`config.mk`:
```
export PLATFORM = sky130hd
export DESIGN_NAME = ble_adv_report_parser_flat
export DESIGN_NICKNAME = d
export VERILOG_FILES = /design/src/rtl/bap_pkg.sv /design/src/rtl/bap_in_if.sv /design/src/rtl/bap_out_if.sv /design/src/rtl/bap_front.sv /design/src/rtl/bap_queue.sv /design/src/rtl/bap_back.sv /design/src/rtl/ble_adv_report_parser.sv /design/src/flat_wrapper.sv
export SDC_FILE = /design/constraint.sdc
export NUM_CORES = 1
export LEC_CHECK = 0
export ABC_AREA = 1
export BUFFER_PORTS_ARGS = -buffer_cell sky130_fd_sc_hd__buf_2
export CAP_MARGIN = 20
export CORE_MARGIN = 4
export CORE_UTILIZATION = 35
export CTS_BUF_LIST = sky130_fd_sc_hd__clkbuf_8
export CTS_CLUSTER_DIAMETER = 40
export DETAILED_ROUTE_END_ITERATION = 10
export PLACE_DENSITY = 0.54
export SLEW_MARGIN = 0
export SYNTH_ARGS = -nofsm -noshare
export SYNTH_HDL_FRONTEND = slang
export SYNTH_SLANG_ARGS = --single-unit
export TNS_END_PERCENT = 1
```
`constraint.sdc`:
```
create_clock -name clk_i -period 2.9 [get_ports clk_i]
set_clock_uncertainty 0.2 [all_clocks]
set_input_delay 0.725 -clock clk_i [delete_from_list [all_inputs] [get_ports clk_i]]
set_output_delay 0.725 -clock clk_i [all_outputs]
set_load 0.05 [all_outputs]
```
`src/rtl/bap_pkg.sv`:
```
// Shared types and constants of the LE advertising report parser.
// Used by the front end, the queue, the back end and the top level.
package bap_pkg;

  // Widths of the report fields
  localparam int unsigned DATA_W      = 8;
  localparam int unsigned NAME_LEN_W  = 5;
  localparam int unsigned ADDR_W      = 48;

  // Default configuration of the top level
  localparam int unsigned MAX_DATA_BYTES_DEF = 31;
  localparam int unsigned QUEUE_DEPTH_DEF    = 4;
  localparam logic [NAME_LEN_W-1:0] MAX_NAME_LEN_RST = 5'd30;

  // Byte positions in the report header
  localparam int unsigned POS_ADDR_TYPE = 1;
  localparam int unsigned POS_DATA_LEN  = 8;
  localparam int unsigned HDR_BYTES     = 9;

  // Header limits and AD types
  localparam logic [DATA_W-1:0] EVT_TYPE_MAX     = 8'd6;
  localparam logic [DATA_W-1:0] ADDR_TYPE_MAX    = 8'd1;
  localparam logic [DATA_W-1:0] AD_SHORT_NAME    = 8'h08;
  localparam logic [DATA_W-1:0] AD_COMPLETE_NAME = 8'h09;

  // Result kinds
  localparam logic RK_CHAR    = 1'b0;
  localparam logic RK_SUMMARY = 1'b1;

  // Summary status codes
  localparam logic [1:0] ST_OK            = 2'd0;
  localparam logic [1:0] ST_BAD_EVENT     = 2'd1;
  localparam logic [1:0] ST_BAD_ADDR_TYPE = 2'd2;
  localparam logic [1:0] ST_BAD_DATA_LEN  = 2'd3;

  // Name status codes
  localparam logic [1:0] NS_FOUND     = 2'd0;
  localparam logic [1:0] NS_NOT_FOUND = 2'd1;
  localparam logic [1:0] NS_MALFORMED = 2'd2;
  localparam logic [1:0] NS_TOO_LONG  = 2'd3;

  // Byte class decided by the front end
  typedef enum logic [2:0] {
    OP_EVENT,
    OP_ADDR_TYPE,
    OP_ADDR,
    OP_DATA_LEN,
    OP_DATA,
    OP_RSSI
  } op_e;

  // One queued byte
  typedef struct packed {
    op_e               op;
    logic [DATA_W-1:0] data;
  } q_entry_t;

  // One result item
  typedef struct packed {
    logic                  result_kind;
    logic [DATA_W-1:0]     name_char;
    logic [1:0]            status;
    logic [2:0]            event_type_out;
    logic                  address_type_out;
    logic [ADDR_W-1:0]     device_address_out;
    logic signed [7:0]     rssi;
    logic [1:0]            name_status;
    logic [NAME_LEN_W-1:0] name_length;
  } result_t;

endpackage

```
`src/rtl/bap_in_if.sv`:
```
// Input byte channel of the advertising report parser: valid/ready plus payload.
// No dependencies.
interface bap_in_if;
  logic       valid;
  logic       ready;
  logic [7:0] data_byte;
  logic       report_start;

  modport source (output valid, data_byte, report_start, input ready);
  modport sink   (input valid, data_byte, report_start, output ready);
endinterface

```
`src/rtl/bap_out_if.sv`:
```
// Result channel of the advertising report parser: valid/ready plus payload.
// No dependencies.
interface bap_out_if;
  logic              valid;
  logic              ready;
  logic              result_kind;
  logic [7:0]        name_char;
  logic [1:0]        status;
  logic [2:0]        event_type_out;
  logic              address_type_out;
  logic [47:0]       device_address_out;
  logic signed [7:0] rssi;
  logic [1:0]        name_status;
  logic [4:0]        name_length;

  modport source (output valid, result_kind, name_char, status, event_type_out,
                  address_type_out, device_address_out, rssi, name_status,
                  name_length, input ready);
  modport sink   (input valid, result_kind, name_char, status, event_type_out,
                  address_type_out, device_address_out, rssi, name_status,
                  name_length, output ready);
endinterface

```
`src/rtl/bap_front.sv`:
```
// Front end: accepts report bytes, tracks header position and report end,
// drops idle bytes and tags each kept byte with its class. Uses bap_pkg, bap_in_if.
module bap_front import bap_pkg::*; #(
  parameter int unsigned MaxDataBytes = MAX_DATA_BYTES_DEF
) (
  input  logic     clk_i,
  input  logic     rst_ni,
  bap_in_if.sink   in_i,
  input  logic     q_full_i,
  output logic     push_o,
  output q_entry_t entry_o
);

  localparam int unsigned LenW = $clog2(MaxDataBytes + 1);
  localparam int unsigned PosW = $clog2(HDR_BYTES + MaxDataBytes + 2);

  logic [PosW-1:0] pos_q, pos_d;
  logic [LenW-1:0] len_q, len_d;
  logic            waiting_q, waiting_d;
  logic            accept;
  logic [PosW-1:0] data_end;
  logic [DATA_W-1:0] b;

  assign in_i.ready = !q_full_i;
  assign accept     = in_i.valid && in_i.ready;
  assign b          = in_i.data_byte;
  assign data_end   = PosW'(HDR_BYTES) + PosW'(len_q);

  // Classify the accepted byte
  always_comb begin
    pos_d         = pos_q;
    len_d         = len_q;
    waiting_d     = waiting_q;
    push_o        = 1'b0;
    entry_o.op    = OP_DATA;
    entry_o.data  = b;
    if (accept) begin
      if (in_i.report_start) begin
        push_o     = 1'b1;
        entry_o.op = OP_EVENT;
        pos_d      = PosW'(1);
        waiting_d  = (b > EVT_TYPE_MAX);
      end else if (!waiting_q) begin
        push_o = 1'b1;
        pos_d  = pos_q + PosW'(1);
        priority if (pos_q == PosW'(POS_ADDR_TYPE)) begin
          entry_o.op = OP_ADDR_TYPE;
          waiting_d  = (b > ADDR_TYPE_MAX);
        end else if (pos_q < PosW'(POS_DATA_LEN)) begin
          entry_o.op = OP_ADDR;
        end else if (pos_q == PosW'(POS_DATA_LEN)) begin
          entry_o.op = OP_DATA_LEN;
          if (b > DATA_W'(MaxDataBytes)) begin
            waiting_d = 1'b1;
          end else begin
            len_d = b[LenW-1:0];
          end
        end else if (pos_q < data_end) begin
          entry_o.op = OP_DATA;
        end else begin
          entry_o.op = OP_RSSI;
          waiting_d  = 1'b1;
        end
      end
    end
  end

  // Position and report tracking
  always_ff @(posedge clk_i or negedge rst_ni) begin
    if (!rst_ni) begin
      pos_q     <= '0;
      len_q     <= '0;
      waiting_q <= 1'b1;
    end else begin
      pos_q     <= pos_d;
      len_q     <= len_d;
      waiting_q <= waiting_d;
    end
  end

  // Checks
  a_idle_drop: assert property (@(posedge clk_i) disable iff (!rst_ni)
    (accept && !in_i.report_start && waiting_q) |-> !push_o)
    else $error("byte pushed while waiting for report start");

  a_rssi_ends: assert property (@(posedge clk_i) disable iff (!rst_ni)
    (push_o && entry_o.op == OP_RSSI) |=> waiting_q)
    else $error("report end did not return to waiting");

  a_pos_live: assert property (@(posedge clk_i) disable iff (!rst_ni)
    !waiting_q |-> (pos_q != '0))
    else $error("active report at position zero");

endmodule

```
`src/rtl/bap_queue.sv`:
```
// Short FIFO between front and back end so that each side stalls on its own.
// Uses bap_pkg.
module bap_queue import bap_pkg::*; #(
  parameter int unsigned Depth = QUEUE_DEPTH_DEF
) (
  input  logic     clk_i,
  input  logic     rst_ni,
  input  logic     push_i,
  input  q_entry_t entry_i,
  output logic     full_o,
  input  logic     pop_i,
  output logic     valid_o,
  output q_entry_t entry_o
);

  localparam int unsigned PtrW = $clog2(Depth);
  localparam int unsigned CntW = $clog2(Depth + 1);

  q_entry_t        mem_q [Depth];
  logic [PtrW-1:0] wr_ptr_q, rd_ptr_q;
  logic [CntW-1:0] count_q;
  logic            push, pop;

  assign full_o  = (count_q == CntW'(Depth));
  assign valid_o = (count_q != '0);
  assign push    = push_i && !full_o;
  assign pop     = pop_i && valid_o;
  assign entry_o = mem_q[rd_ptr_q];

  // Storage
  always_ff @(posedge clk_i) begin
    if (push) begin
      mem_q[wr_ptr_q] <= entry_i;
    end
  end

  // Pointers and fill count
  always_ff @(posedge clk_i or negedge rst_ni) begin
    if (!rst_ni) begin
      wr_ptr_q <= '0;
      rd_ptr_q <= '0;
      count_q  <= '0;
    end else begin
      if (push) begin
        wr_ptr_q <= (wr_ptr_q == PtrW'(Depth - 1)) ? '0 : wr_ptr_q + PtrW'(1);
      end
      if (pop) begin
        rd_ptr_q <= (rd_ptr_q == PtrW'(Depth - 1)) ? '0 : rd_ptr_q + PtrW'(1);
      end
      if (push && !pop) begin
        count_q <= count_q + CntW'(1);
      end else if (pop && !push) begin
        count_q <= count_q - CntW'(1);
      end
    end
  end

  // Checks
  a_count_bound: assert property (@(posedge clk_i) disable iff (!rst_ni)
    count_q <= CntW'(Depth))
    else $error("queue count beyond depth");

  a_drain: assert property (@(posedge clk_i) disable iff (!rst_ni)
    (pop && !push && count_q == CntW'(1)) |=> !valid_o)
    else $error("queue not empty after last entry left");

  a_fill: assert property (@(posedge clk_i) disable iff (!rst_ni)
    (push && !pop && count_q == CntW'(Depth - 1)) |=> full_o)
    else $error("queue not full after last slot taken");

endmodule

```
`src/rtl/bap_back.sv`:
```
// Back end: carries out classified bytes, keeps the header fields, walks the
// AD structures and drives the result register. Uses bap_pkg, bap_out_if.
module bap_back import bap_pkg::*; #(
  parameter int unsigned MaxDataBytes = MAX_DATA_BYTES_DEF
) (
  input  logic                  clk_i,
  input  logic                  rst_ni,
  input  logic                  q_valid_i,
  input  q_entry_t              q_entry_i,
  output logic                  q_pop_o,
  input  logic [NAME_LEN_W-1:0] max_name_len_i,
  bap_out_if.source             out_o
);

  localparam int unsigned LenW = $clog2(MaxDataBytes + 1);

  typedef enum logic [1:0] {PH_LEN, PH_TYPE, PH_VALUE, PH_DONE} phase_e;

  phase_e                phase_q, phase_d;
  logic [2:0]            event_q, event_d;
  logic                  kind_q, kind_d;
  logic [ADDR_W-1:0]     addr_q, addr_d;
  logic [LenW-1:0]       data_left_q, data_left_d;
  logic [LenW-1:0]       field_left_q, field_left_d;
  logic                  in_name_q, in_name_d;
  logic [1:0]            name_res_q, name_res_d;
  logic [NAME_LEN_W-1:0] name_cnt_q, name_cnt_d;
  result_t               out_q, out_d;
  logic                  out_valid_q, out_valid_d;

  logic [DATA_W-1:0] b;
  logic              pop;
  logic              sum, chr;
  logic [1:0]        sum_status;
  logic [DATA_W-1:0] sum_rssi;
  logic [LenW-1:0]   rem_after;
  logic [LenW-1:0]   fl_dec;
  result_t           res;

  assign b         = q_entry_i.data;
  assign pop       = q_valid_i && (!out_valid_q || out_o.ready);
  assign q_pop_o   = pop;
  assign rem_after = data_left_q - LenW'(1);
  assign fl_dec    = field_left_q - LenW'(1);

  // Next state of the report and of the structure walk
  always_comb begin
    phase_d      = phase_q;
    event_d      = event_q;
    kind_d       = kind_q;
    addr_d       = addr_q;
    data_left_d  = data_left_q;
    field_left_d = field_left_q;
    in_name_d    = in_name_q;
    name_res_d   = name_res_q;
    name_cnt_d   = name_cnt_q;
    sum          = 1'b0;
    chr          = 1'b0;
    sum_status   = ST_OK;
    sum_rssi     = '0;
    if (pop) begin
      unique case (q_entry_i.op)
        OP_EVENT: begin
          event_d      = b[2:0];
          kind_d       = 1'b0;
          addr_d       = '0;
          data_left_d  = '0;
          phase_d      = PH_LEN;
          field_left_d = '0;
          in_name_d    = 1'b0;
          name_res_d   = NS_NOT_FOUND;
          name_cnt_d   = '0;
          if (b > EVT_TYPE_MAX) begin
            sum        = 1'b1;
            sum_status = ST_BAD_EVENT;
          end
        end
        OP_ADDR_TYPE: begin
          kind_d = b[0];
          if (b > ADDR_TYPE_MAX) begin
            sum        = 1'b1;
            sum_status = ST_BAD_ADDR_TYPE;
          end
        end
        OP_ADDR: begin
          // first byte ends up least significant after six shifts
          addr_d = {b, addr_q[ADDR_W-1:DATA_W]};
        end
        OP_DATA_LEN: begin
          if (b > DATA_W'(MaxDataBytes)) begin
            sum        = 1'b1;
            sum_status = ST_BAD_DATA_LEN;
          end else begin
            data_left_d = b[LenW-1:0];
          end
        end
        OP_DATA: begin
          data_left_d = rem_after;
          unique case (phase_q)
            PH_LEN: begin
              // zero length or structure past the data end is malformed
              if (b == '0 || b > DATA_W'(rem_after)) begin
                name_res_d = NS_MALFORMED;
                phase_d    = PH_DONE;
              end else begin
                field_left_d = b[LenW-1:0];
                phase_d      = PH_TYPE;
              end
            end
            PH_TYPE: begin
              field_left_d = fl_dec;
              if (b == AD_SHORT_NAME || b == AD_COMPLETE_NAME) begin
                if (fl_dec > LenW'(max_name_len_i)) begin
                  name_res_d = NS_TOO_LONG;
                  phase_d    = PH_DONE;
                end else begin
                  name_res_d = NS_FOUND;
                  in_name_d  = 1'b1;
                  phase_d    = (fl_dec == '0) ? PH_DONE : PH_VALUE;
                end
              end else begin
                in_name_d = 1'b0;
                phase_d   = (fl_dec == '0) ? PH_LEN : PH_VALUE;
              end
            end
            PH_VALUE: begin
              field_left_d = fl_dec;
              if (in_name_q) begin
                chr        = 1'b1;
                name_cnt_d = name_cnt_q + NAME_LEN_W'(1);
              end
              if (fl_dec == '0) begin
                phase_d = in_name_q ? PH_DONE : PH_LEN;
              end
            end
            PH_DONE: begin
            end
            default: begin
            end
          endcase
        end
        OP_RSSI: begin
          sum      = 1'b1;
          sum_rssi = b;
        end
        default: begin
        end
      endcase
    end
  end

  // Result item
  always_comb begin
    res = '0;
    if (sum) begin
      res.result_kind        = RK_SUMMARY;
      res.status             = sum_status;
      res.event_type_out     = event_d;
      res.address_type_out   = kind_d;
      res.device_address_out = addr_d;
      res.rssi               = sum_rssi;
      res.name_status        = name_res_d;
      res.name_length        = name_cnt_d;
    end else begin
      res.result_kind = RK_CHAR;
      res.name_char   = b;
    end
  end

  // Output register
  always_comb begin
    out_d       = out_q;
    out_valid_d = out_valid_q;
    if (pop && (sum || chr)) begin
      out_d       = res;
      out_valid_d = 1'b1;
    end else if (out_o.ready) begin
      out_valid_d = 1'b0;
    end
  end

  always_ff @(posedge clk_i or negedge rst_ni) begin
    if (!rst_ni) begin
      phase_q      <= PH_LEN;
      event_q      <= '0;
      kind_q       <= 1'b0;
      addr_q       <= '0;
      data_left_q  <= '0;
      field_left_q <= '0;
      in_name_q    <= 1'b0;
      name_res_q   <= NS_NOT_FOUND;
      name_cnt_q   <= '0;
      out_q        <= '0;
      out_valid_q  <= 1'b0;
    end else begin
      phase_q      <= phase_d;
      event_q      <= event_d;
      kind_q       <= kind_d;
      addr_q       <= addr_d;
      data_left_q  <= data_left_d;
      field_left_q <= field_left_d;
      in_name_q    <= in_name_d;
      name_res_q   <= name_res_d;
      name_cnt_q   <= name_cnt_d;
      out_q        <= out_d;
      out_valid_q  <= out_valid_d;
    end
  end

  assign out_o.valid              = out_valid_q;
  assign out_o.result_kind        = out_q.result_kind;
  assign out_o.name_char          = out_q.name_char;
  assign out_o.status             = out_q.status;
  assign out_o.event_type_out     = out_q.event_type_out;
  assign out_o.address_type_out   = out_q.address_type_out;
  assign out_o.device_address_out = out_q.device_address_out;
  assign out_o.rssi               = out_q.rssi;
  assign out_o.name_status        = out_q.name_status;
  assign out_o.name_length        = out_q.name_length;

  // Checks
  a_value_left: assert property (@(posedge clk_i) disable iff (!rst_ni)
    (phase_q == PH_VALUE) |-> (field_left_q != '0))
    else $error("value phase with nothing left in structure");

  a_name_found: assert property (@(posedge clk_i) disable iff (!rst_ni)
    in_name_q |-> (name_res_q == NS_FOUND))
    else $error("inside name structure without name found");

  a_rssi_summary: assert property (@(posedge clk_i) disable iff (!rst_ni)
    (pop && q_entry_i.op == OP_RSSI) |=>
      (out_valid_q && out_q.result_kind == RK_SUMMARY))
    else $error("report end gave no summary");

endmodule

```
`src/rtl/ble_adv_report_parser.sv`:
```
// LE advertising report parser. Takes one report byte per transfer on in_i
// (report_start marks the event type byte) and returns name characters and one
// end-of-report summary per report on out_o. While out_o is not stalled, the
// sustained rate is one byte per clock cycle: the front end classifies a byte in
// the cycle it is accepted, the back end handles one queued byte per cycle. The
// byte queue (QueueDepth entries) lets input keep flowing for that many bytes
// while out_o is stalled; when it fills, in_i.ready drops. Reports may carry up
// to MaxDataBytes of AD data. The user must write max_name_len through
// cfg_we_i/cfg_wdata_i only while idle; the block does not enforce this.
// Uses bap_pkg, bap_in_if, bap_out_if, bap_front, bap_queue, bap_back.
module ble_adv_report_parser import bap_pkg::*; #(
  parameter int unsigned MaxDataBytes = MAX_DATA_BYTES_DEF,
  parameter int unsigned QueueDepth   = QUEUE_DEPTH_DEF
) (
  input  logic                  clk_i,
  input  logic                  rst_ni,
  bap_in_if.sink                in_i,
  bap_out_if.source             out_o,
  input  logic                  cfg_we_i,
  input  logic [NAME_LEN_W-1:0] cfg_wdata_i
);

  logic [NAME_LEN_W-1:0] max_name_len_q;
  logic                  push, q_full, q_valid, q_pop;
  q_entry_t              push_entry, pop_entry;

  // Name length limit register
  always_ff @(posedge clk_i or negedge rst_ni) begin
    if (!rst_ni) begin
      max_name_len_q <= MAX_NAME_LEN_RST;
    end else if (cfg_we_i) begin
      max_name_len_q <= cfg_wdata_i;
    end
  end

  bap_front #(
    .MaxDataBytes (MaxDataBytes)
  ) u_front (
    .clk_i    (clk_i),
    .rst_ni   (rst_ni),
    .in_i     (in_i),
    .q_full_i (q_full),
    .push_o   (push),
    .entry_o  (push_entry)
  );

  bap_queue #(
    .Depth (QueueDepth)
  ) u_queue (
    .clk_i   (clk_i),
    .rst_ni  (rst_ni),
    .push_i  (push),
    .entry_i (push_entry),
    .full_o  (q_full),
    .pop_i   (q_pop),
    .valid_o (q_valid),
    .entry_o (pop_entry)
  );

  bap_back #(
    .MaxDataBytes (MaxDataBytes)
  ) u_back (
    .clk_i          (clk_i),
    .rst_ni         (rst_ni),
    .q_valid_i      (q_valid),
    .q_entry_i      (pop_entry),
    .q_pop_o        (q_pop),
    .max_name_len_i (max_name_len_q),
    .out_o          (out_o)
  );

endmodule
```
`src/flat_wrapper.sv`:
```
// flat-port wrapper written by rule: the top's interface ports become plain ports
module ble_adv_report_parser_flat import bap_pkg::*;
#(
  parameter int unsigned MaxDataBytes = MAX_DATA_BYTES_DEF,
  parameter int unsigned QueueDepth   = QUEUE_DEPTH_DEF
)
  (clk_i, rst_ni, cfg_we_i, cfg_wdata_i, in_i_valid, in_i_data_byte, in_i_report_start, in_i_ready, out_o_valid, out_o_result_kind, out_o_name_char, out_o_status, out_o_event_type_out, out_o_address_type_out, out_o_device_address_out, out_o_rssi, out_o_name_status, out_o_name_length, out_o_ready);
  bap_in_if in_i_i ();
  bap_out_if out_o_i ();
  input  logic clk_i;
  input  logic rst_ni;
  input  logic cfg_we_i;
  input  logic [NAME_LEN_W-1:0] cfg_wdata_i;
  input wire logic [$bits(in_i_i.valid)-1:0] in_i_valid;
  input wire logic [$bits(in_i_i.data_byte)-1:0] in_i_data_byte;
  input wire logic [$bits(in_i_i.report_start)-1:0] in_i_report_start;
  output wire logic [$bits(in_i_i.ready)-1:0] in_i_ready;
  output wire logic [$bits(out_o_i.valid)-1:0] out_o_valid;
  output wire logic [$bits(out_o_i.result_kind)-1:0] out_o_result_kind;
  output wire logic [$bits(out_o_i.name_char)-1:0] out_o_name_char;
  output wire logic [$bits(out_o_i.status)-1:0] out_o_status;
  output wire logic [$bits(out_o_i.event_type_out)-1:0] out_o_event_type_out;
  output wire logic [$bits(out_o_i.address_type_out)-1:0] out_o_address_type_out;
  output wire logic [$bits(out_o_i.device_address_out)-1:0] out_o_device_address_out;
  output wire logic [$bits(out_o_i.rssi)-1:0] out_o_rssi;
  output wire logic [$bits(out_o_i.name_status)-1:0] out_o_name_status;
  output wire logic [$bits(out_o_i.name_length)-1:0] out_o_name_length;
  input wire logic [$bits(out_o_i.ready)-1:0] out_o_ready;
  assign in_i_i.valid = in_i_valid;
  assign in_i_i.data_byte = in_i_data_byte;
  assign in_i_i.report_start = in_i_report_start;
  assign in_i_ready = in_i_i.ready;
  assign out_o_valid = out_o_i.valid;
  assign out_o_result_kind = out_o_i.result_kind;
  assign out_o_name_char = out_o_i.name_char;
  assign out_o_status = out_o_i.status;
  assign out_o_event_type_out = out_o_i.event_type_out;
  assign out_o_address_type_out = out_o_i.address_type_out;
  assign out_o_device_address_out = out_o_i.device_address_out;
  assign out_o_rssi = out_o_i.rssi;
  assign out_o_name_status = out_o_i.name_status;
  assign out_o_name_length = out_o_i.name_length;
  assign out_o_i.ready = out_o_ready;
  ble_adv_report_parser #(.MaxDataBytes(MaxDataBytes), .QueueDepth(QueueDepth)) u_core (.clk_i(clk_i), .rst_ni(rst_ni), .in_i(in_i_i), .out_o(out_o_i), .cfg_we_i(cfg_we_i), .cfg_wdata_i(cfg_wdata_i));
endmodule
```
==> After elaboration in Yosys (flattened, before gate mapping) <==
Memories as Yosys holds them, arrays and structs flattened.
Cells that the tools add are included.
{ "totals": {"regBits": 175, "mem_bits_rw": 44, "input_bits": 19, "wordCells": 184, "memories": 1} }
{ "mem_list": {"columns": ["name", "words", "width", "rd", "rd_clocked_by_memory_dff", "write_ports", "line", "text"], "rows": [
  ["u_core.u_queue.mem_q", 4, 11, 1, 0, 1, "bap_queue.sv:19", "q_entry_t mem_q [Depth];"]
]} }
{ "op_classes": {"n_addsub": 9, "magnitude_cmp": 10, "n_eq_ne": 22, "mux": 80, "bitwise_logic": 5, "n_reduce_logical": 31} }
{ "ops": {"columns": ["cell", "count"], "rows": [
  ["$pmux W48 S2", 1],
  ["$mux W69", 1],
  ["$mux W48", 1],
  ["$mux W1", 31],
  ["$mux W3", 10],
  ["$pmux W5 S2", 3],
  ["$mux W2", 14],
  ["$mux W5", 5],
  ["$mux W8", 3],
  ["$eq A8 B4 Y1 const B", 2],
  ["$gt A8 B1 Y1 const B", 2],
  ["$gt A8 B3 Y1 const B", 2],
  ["$gt A8 B5 Y1 const B", 2],
  ["$pmux W5 S3", 1],
  ["$mux W6", 2],
  ["$pmux W2 S2", 3],
  ["$pmux W2 S3", 2],
  ["$reduce_and A4 Y1", 3],
  ["$sub A5 B1 Y5 const B", 2],
  ["$eq A3 B3 Y1 const B", 3],
  ["$ne A3 B3 Y1 const B", 3],
  ["$gt A8 B5 Y1", 1],
  ["$logic_not A8 Y1", 1],
  ["$logic_and A1 B1 Y1", 7],
  ["other kinds (33)", 52]
]} }

==> Depth between registers and ports, before layout <==
{ "depth": {"word_depth": 9, "depth_mapped": 19} }

==> Cells and area by module <==
From an unflattened synthesis, not the netlist that was laid out.
{ "unflattened": {"cells_unflattened": 1100, "hier_area_um2": 10112.2} }
{ "modules_own_cells": {"columns": ["module", "n_inst", "cells_per_inst", "area_per_inst_um2", "seq_area_each_um2"], "rows": [
  ["bap_back", 1, 759, 6671.4, 3779.9],
  ["bap_queue", 1, 188, 2222.1, 1496.4],
  ["bap_front", 1, 132, 1028.5, 301.5],
  ["ble_adv_report_parser", 1, 21, 190.2, 130.1]
]} }

==> Least setup slack after synthesis <==
No wires, ideal clock.
{ "synth_path": {"path_type": "register to register", "start": "register u_core.u_queue.count_q[0]", "end": "register u_core.u_queue.count_q[2]", "arrival_time_ns": 2.479, "required_ns": 2.569, "setup_slack_ns": 0.090, "stages_incl_launch_ff": 12, "n_path_buf": 1, "synth_period_minus_slack_ns": 2.810, "path_cell_list": "dfrtp_1 -> inv_1 -> nand3_1 -> nand2_1 -> a21oi_1 -> clkbuf_1 -> ha_1 -> inv_1 -> fa_1 -> a21oi_1 -> o21ai_0 -> xor2_1"} }
{ "synth_between": {"elab_chain_cells": 8, "word_cells_on_any_way": 17} }
{ "synth_lines": {"columns": ["element", "line", "text"], "rows": [
  ["from (decl)", "bap_queue.sv:21", "logic [CntW-1:0] count_q;"],
  ["from (signal assigned)", "bap_queue.sv:51", "count_q <= count_q + CntW'(1);"],
  ["from (signal assigned)", "bap_queue.sv:53", "count_q <= count_q - CntW'(1);"],
  ["$eq A3 B3 Y1 (*)", "bap_queue.sv:24", "assign full_o = (count_q == CntW'(Depth));"],
  ["$logic_not A1 Y1 (*)", "bap_front.sv:24", "assign in_i.ready = !q_full_i;"],
  ["named net in_i_ready", "flat_wrapper.sv:17", "output wire logic [$bits(in_i_i.ready)-1:0] in_i_ready;"],
  ["$logic_and A1 B1 Y1", "bap_front.sv:25", "assign accept = in_i.valid && in_i.ready;"],
  ["$mux W1", "bap_front.sv:37", "if (accept) begin"],
  ["$logic_and A1 B1 Y1 (*)", "bap_queue.sv:26", "assign push = push_i && !full_o;"],
  ["named net u_core.u_queue.push", "bap_queue.sv:22", "logic push, pop;"],
  ["$logic_not A1 Y1", "bap_queue.sv:52", "end else if (pop && !push) begin"],
  ["$logic_and A1 B1 Y1", "bap_queue.sv:52", null],
  ["$reduce_bool A2 Y1 (no source line)", null, null]
]} }
Mark *: on every way through the listed nets, which the timed path passes. The rest lies on a longest branch. The select of a mux whose other input is x is not followed.
A chain may end at the register's enable or synchronous reset.

==> Final worst setup path <==
{ "layout_path": {"start": "register u_core.u_queue.rd_ptr_q[0]", "end": "register u_core.u_back.field_left_q[1]"} }
{ "layout_between": {"elab_chain_cells": 5, "word_cells_on_any_way": 13} }
{ "layout_lines": {"columns": ["element", "line", "text"], "rows": [
  ["from (decl)", "bap_queue.sv:20", "logic [PtrW-1:0] wr_ptr_q, rd_ptr_q;"],
  ["from (signal assigned)", "bap_queue.sv:48", "rd_ptr_q <= (rd_ptr_q == PtrW'(Depth - 1)) ? '0 : rd_ptr_q + PtrW'(1);"],
  ["$mem_v2 Z4 W11 (*)", null, null],
  ["$gt A8 B5 Y1 / $logic_not A8 Y1 (equally long branches)", "bap_back.sv:102", "if (b == '0 || b > DATA_W'(rem_after)) begin"],
  ["$logic_or A1 B1 Y1", "bap_back.sv:102", null],
  ["$ne A3 B3 Y1 (no source line)", null, null],
  ["$reduce_and A4 Y1 (no source line)", null, null],
  ["to (signal assigned)", "bap_back.sv:201", "field_left_q <= field_left_d;"],
  ["to (decl)", "bap_back.sv:24", "logic [LenW-1:0] field_left_q, field_left_d;"]
]} }
Every way passes the cells marked *; elsewhere a longest branch is shown, timed or not. The select of a mux whose other input is x is not followed.

==> impl_metrics.ini <==
[flow_run]
drv_cap = 0

[synth]
syn_inst = 1064
async_flop_share_pct = 79.9
synth_edf_count = 44
synth_flop_cell = dfrtp_1
synthTopCellsByArea = dfrtp_1 42%, edfxtp_1 13%, nand2_1 10%
synthDistinctLibCells = 48
synth_top_cell_by_area = dfrtp_1
postSynthAreaPerCell_um2 = 9.39
syn-cell-area_um2 = 9990
syn_nets = 1116
yosysTopAreaCellShare_pct = 42.3
ys_warn_count = 0
ys_ff_latch = 219
ys_seq_area_share_pct = 57.1

[critical_path]
crit_type = reg2reg
start_kind = register
end_kind = register
arrival_ns = 2.96
worstPathMaxFanout = 14
crit_required_ns = 3.16
r2r-start = u_core.u_queue.rd_ptr_q[0]
crit_start = u_core.u_queue.rd_ptr_q[0]

[clock_network]
cts_made_buffers = 42
clk_latency_ns = 0.53
path_clk_slew_ns = 0.06
cts_tree = built
root_buffer = clkbuf_8
clk_path_buf_depth = 3
cts_sinks = 219
htree_num_levels = 2

[drt]
antenna_left = 0
drtIter0Drc = 457
wl_per_cell_um = 15.7
routed_wl_um = 25500
via_count = 7745
drc = 0
drtPass1Iterations = 5
viasPerCell = 4.79

[placement]
dpl_cell_area_um2 = 11100
dp_hpwl_um = 17700
gp_congestion = 0.898
portBuffers = 98
place_ws_ns = -0.114

[power]
power_frac_clock_pct = 19.7
p_sw_mw = 7.73
cellLeakagePower_nw = 5.94
power.density_nw_per_um2 = 1340
ir_drop_mv = 0.654
pwr-share-seq_pct = 28.8
swShare_pct = 47.7
p_int_mw = 8.47
power_frac_comb_pct = 51.5

[timing]
worst_slew_pin_slew_ns = 0.639
slew_viol_final = 0
clock.fmax_ghz = 0.371
setup_slack_ns = 0.203
relSlewSlack_pct = 57.3
rsz0062_at_grt = no
fin_crit_sh_pct = 93.0
fin_setup_tns_ns = 0
hold_viol = 0
holdWs_ns = 0.214
min_period_ns = 2.70
setup_violations = 0

[global_route]
grt_pass1_wl_um = 41600
grt.overflow.total = 0
grt_max_degree = 48
grt_pass1_vias = 7742
antenna_found_initial = 0
gr-usage-all-layers_pct = 16.4

[finish]
seqCellArea_um2 = 5710
drive_above_1_share_pct = 20.4
fillers = 2809
final_area_um2 = 12100
diodes = 0
layout.nets = 1259
multi_input_area_um2 = 3660
areaGrowthSynthToFinish_pct = 20.8

[hold_path]
worstHoldStart = cfg_wdata_i[3]
hold_class = in2reg

[floorplan]
die_area_um2 = 31300
rows = 61
die_x_um = 177
fp.coreArea_um2 = 27900
die_y_um = 177
pin_count = 99
start_util_pct = 35.8

[run_status]
status = finished, final reports clean
logic make-up (layout without fill, tap and decap cells):
logic type | Yosys count | in the layout | share of synthesized area, %
AO/OA/AOI/OAI | 145 | 145 | 8.61
XOR/XNOR | 16 | 16 | 1.40
adder cells (fa/ha/maj) | 33 | 33 | 4.21
buffers and inverters | 156 | 330 | 6.69
flip-flops | 219 | 219 | 57.1
multiplexers | 3 | 3 | 0.338
AND/OR/NAND/NOR | 492 | 493 | 21.6
through the flow:
step	power (mW)	instances	util (%)
after floorplan	10.5	1064	-
after global placement	12.8	1536	39.6
after detailed placement	12.9	1536	39.6
after CTS	16.2	1613	42.9
after global routing	17.5	1617	43.2
final	16.2	1617	43.2
Yosys cell counts (2+ instances only):
cell,count
dfstp_2,6
nor2_2,2
ha_1,32
nor2_1,39
nand4_1,7
o32ai_1,8
edfxtp_1,44
nand2_2,11
nand3_1,138
clkinv_1,3
o21ai_0,51
dfrtp_1,169
o22ai_1,35
nor3_1,4
nand2_1,279
xor2_1,12
a41oi_1,2
a21oi_1,20
nand3_2,3
clkbuf_1,13
xnor2_1,4
inv_2,8
mux2_2,3
o21ai_1,15
nor2_4,3
inv_1,103
o211ai_1,4
buf_6,7
buf_2,20
sequential cells by signal, indices dropped and copies added (netlist names), 2 cells and up:
| name | count |
|---|---|
| u_core.max_name_len_q | 5 |
| u_core.u_back.addr_q | 48 |
| u_core.u_back.data_left_q | 5 |
| u_core.u_back.event_q | 3 |
| u_core.u_back.field_left_q | 5 |
| u_core.u_back.name_cnt_q | 5 |
| u_core.u_back.name_res_q | 2 |
| u_core.u_back.out_o.device_address_out | 48 |
| u_core.u_back.out_o.event_type_out | 3 |
| u_core.u_back.out_o.name_char | 8 |
| u_core.u_back.out_o.name_length | 5 |
| u_core.u_back.out_o.name_status | 2 |
| u_core.u_back.out_o.rssi | 8 |
| u_core.u_back.out_o.status | 2 |
| u_core.u_back.phase_q | 2 |
| u_core.u_front.len_q | 5 |
| u_core.u_front.pos_q | 6 |
| u_core.u_queue.count_q | 3 |
| u_core.u_queue.mem_q | 44 |
| u_core.u_queue.rd_ptr_q | 2 |
| u_core.u_queue.wr_ptr_q | 2 |
layer usage:
layer | vias up | share of wire (%) | global-route usage, %
met4 | 0 | 2.5 | 5.51
met1 | 3677 | 48 | 24.0
met2 | 174 | 44 | 24.5
met5 | - | 0 | 0
li1 | 3845 | - | -
met3 | 49 | 5.0 | 3.27
layout make-up:
type	instances	share of cell area, %
Clock inverter	29	2.07
Sequential cell	219	47.3
Multi-Input combinational cell	690	30.4
Timing Repair Buffer	139	7.30
Inverter	115	3.63
Clock buffer	47	5.36
Tap cell	378	3.92
worst max-delay path, cell delays in order (launching register included):
cell      delay (ns)
dfrtp_2         0.46
buf_6           0.17
nand2_1         0.06
nand3_1         0.08
nand2_2         0.16
inv_1           0.09
ha_1            0.31
or2_2           0.32
nand4_1         0.17
nor2_4          0.06
nand3_1         0.07
o211ai_1        0.16
nand2_2         0.19
nand2_1         0.06
o21ai_0         0.06
path summary, 6_finish.rpt:
check	to	slack, ns	depth (start not counted)
min in group asynchronous	u_core.max_name_len_q[0]	0.49	2
setup reg to reg	u_core.u_back.field_left_q[1]	0.20	14
hold reg to reg	u_core.u_back.addr_q[1]	0.28	2
max in group asynchronous	u_core.u_front.waiting_q	1.28	3
setup / recovery	u_core.u_back.field_left_q[1]	0.20	14
hold / removal	u_core.max_name_len_q[3]	0.21	3
power by group through the flow:
stage / combinational (mW) / clock [mW] / sequential, mW
2_1_floorplan: 4.50 / 0 / 6.04
3_3_place_gp: 8.11 / 0 / 4.71
3_5_place_dp: 8.20 / 0 / 4.71
4_1_cts: 8.23 / 3.30 / 4.67
5_1_grt: 9.24 / 3.46 / 4.79
6_report: 8.34 / 3.20 / 4.67
what timing repair did:
item | 4_1_cts | 5_1_grt
hold endpoints to repair | 34 | 0
hold buffers | 1 | 0
setup endpoints to repair | 5 | 68
setup buffers | 0 | 3
gates resized for setup | 3 | 14
cloned | 0 | 1
pin swaps | 0 | 3
placed cells by master (no fill, tap or decap), drive strengths merged, types with 20 or more instances in the layout:
master / netlist / final
ha: 32 / 32
o21ai: 66 / 66
clkbuf: 13 / 47
o22ai: 35 / 35
nor2: 44 / 44
nand2: 290 / 291
edfxtp: 44 / 44
nand3: 141 / 141
a21oi: 20 / 20
dfrtp: 169 / 169
buf: 28 / 138
inv: 111 / 124
Note: power is estimated with default switching activity, not from simulation.
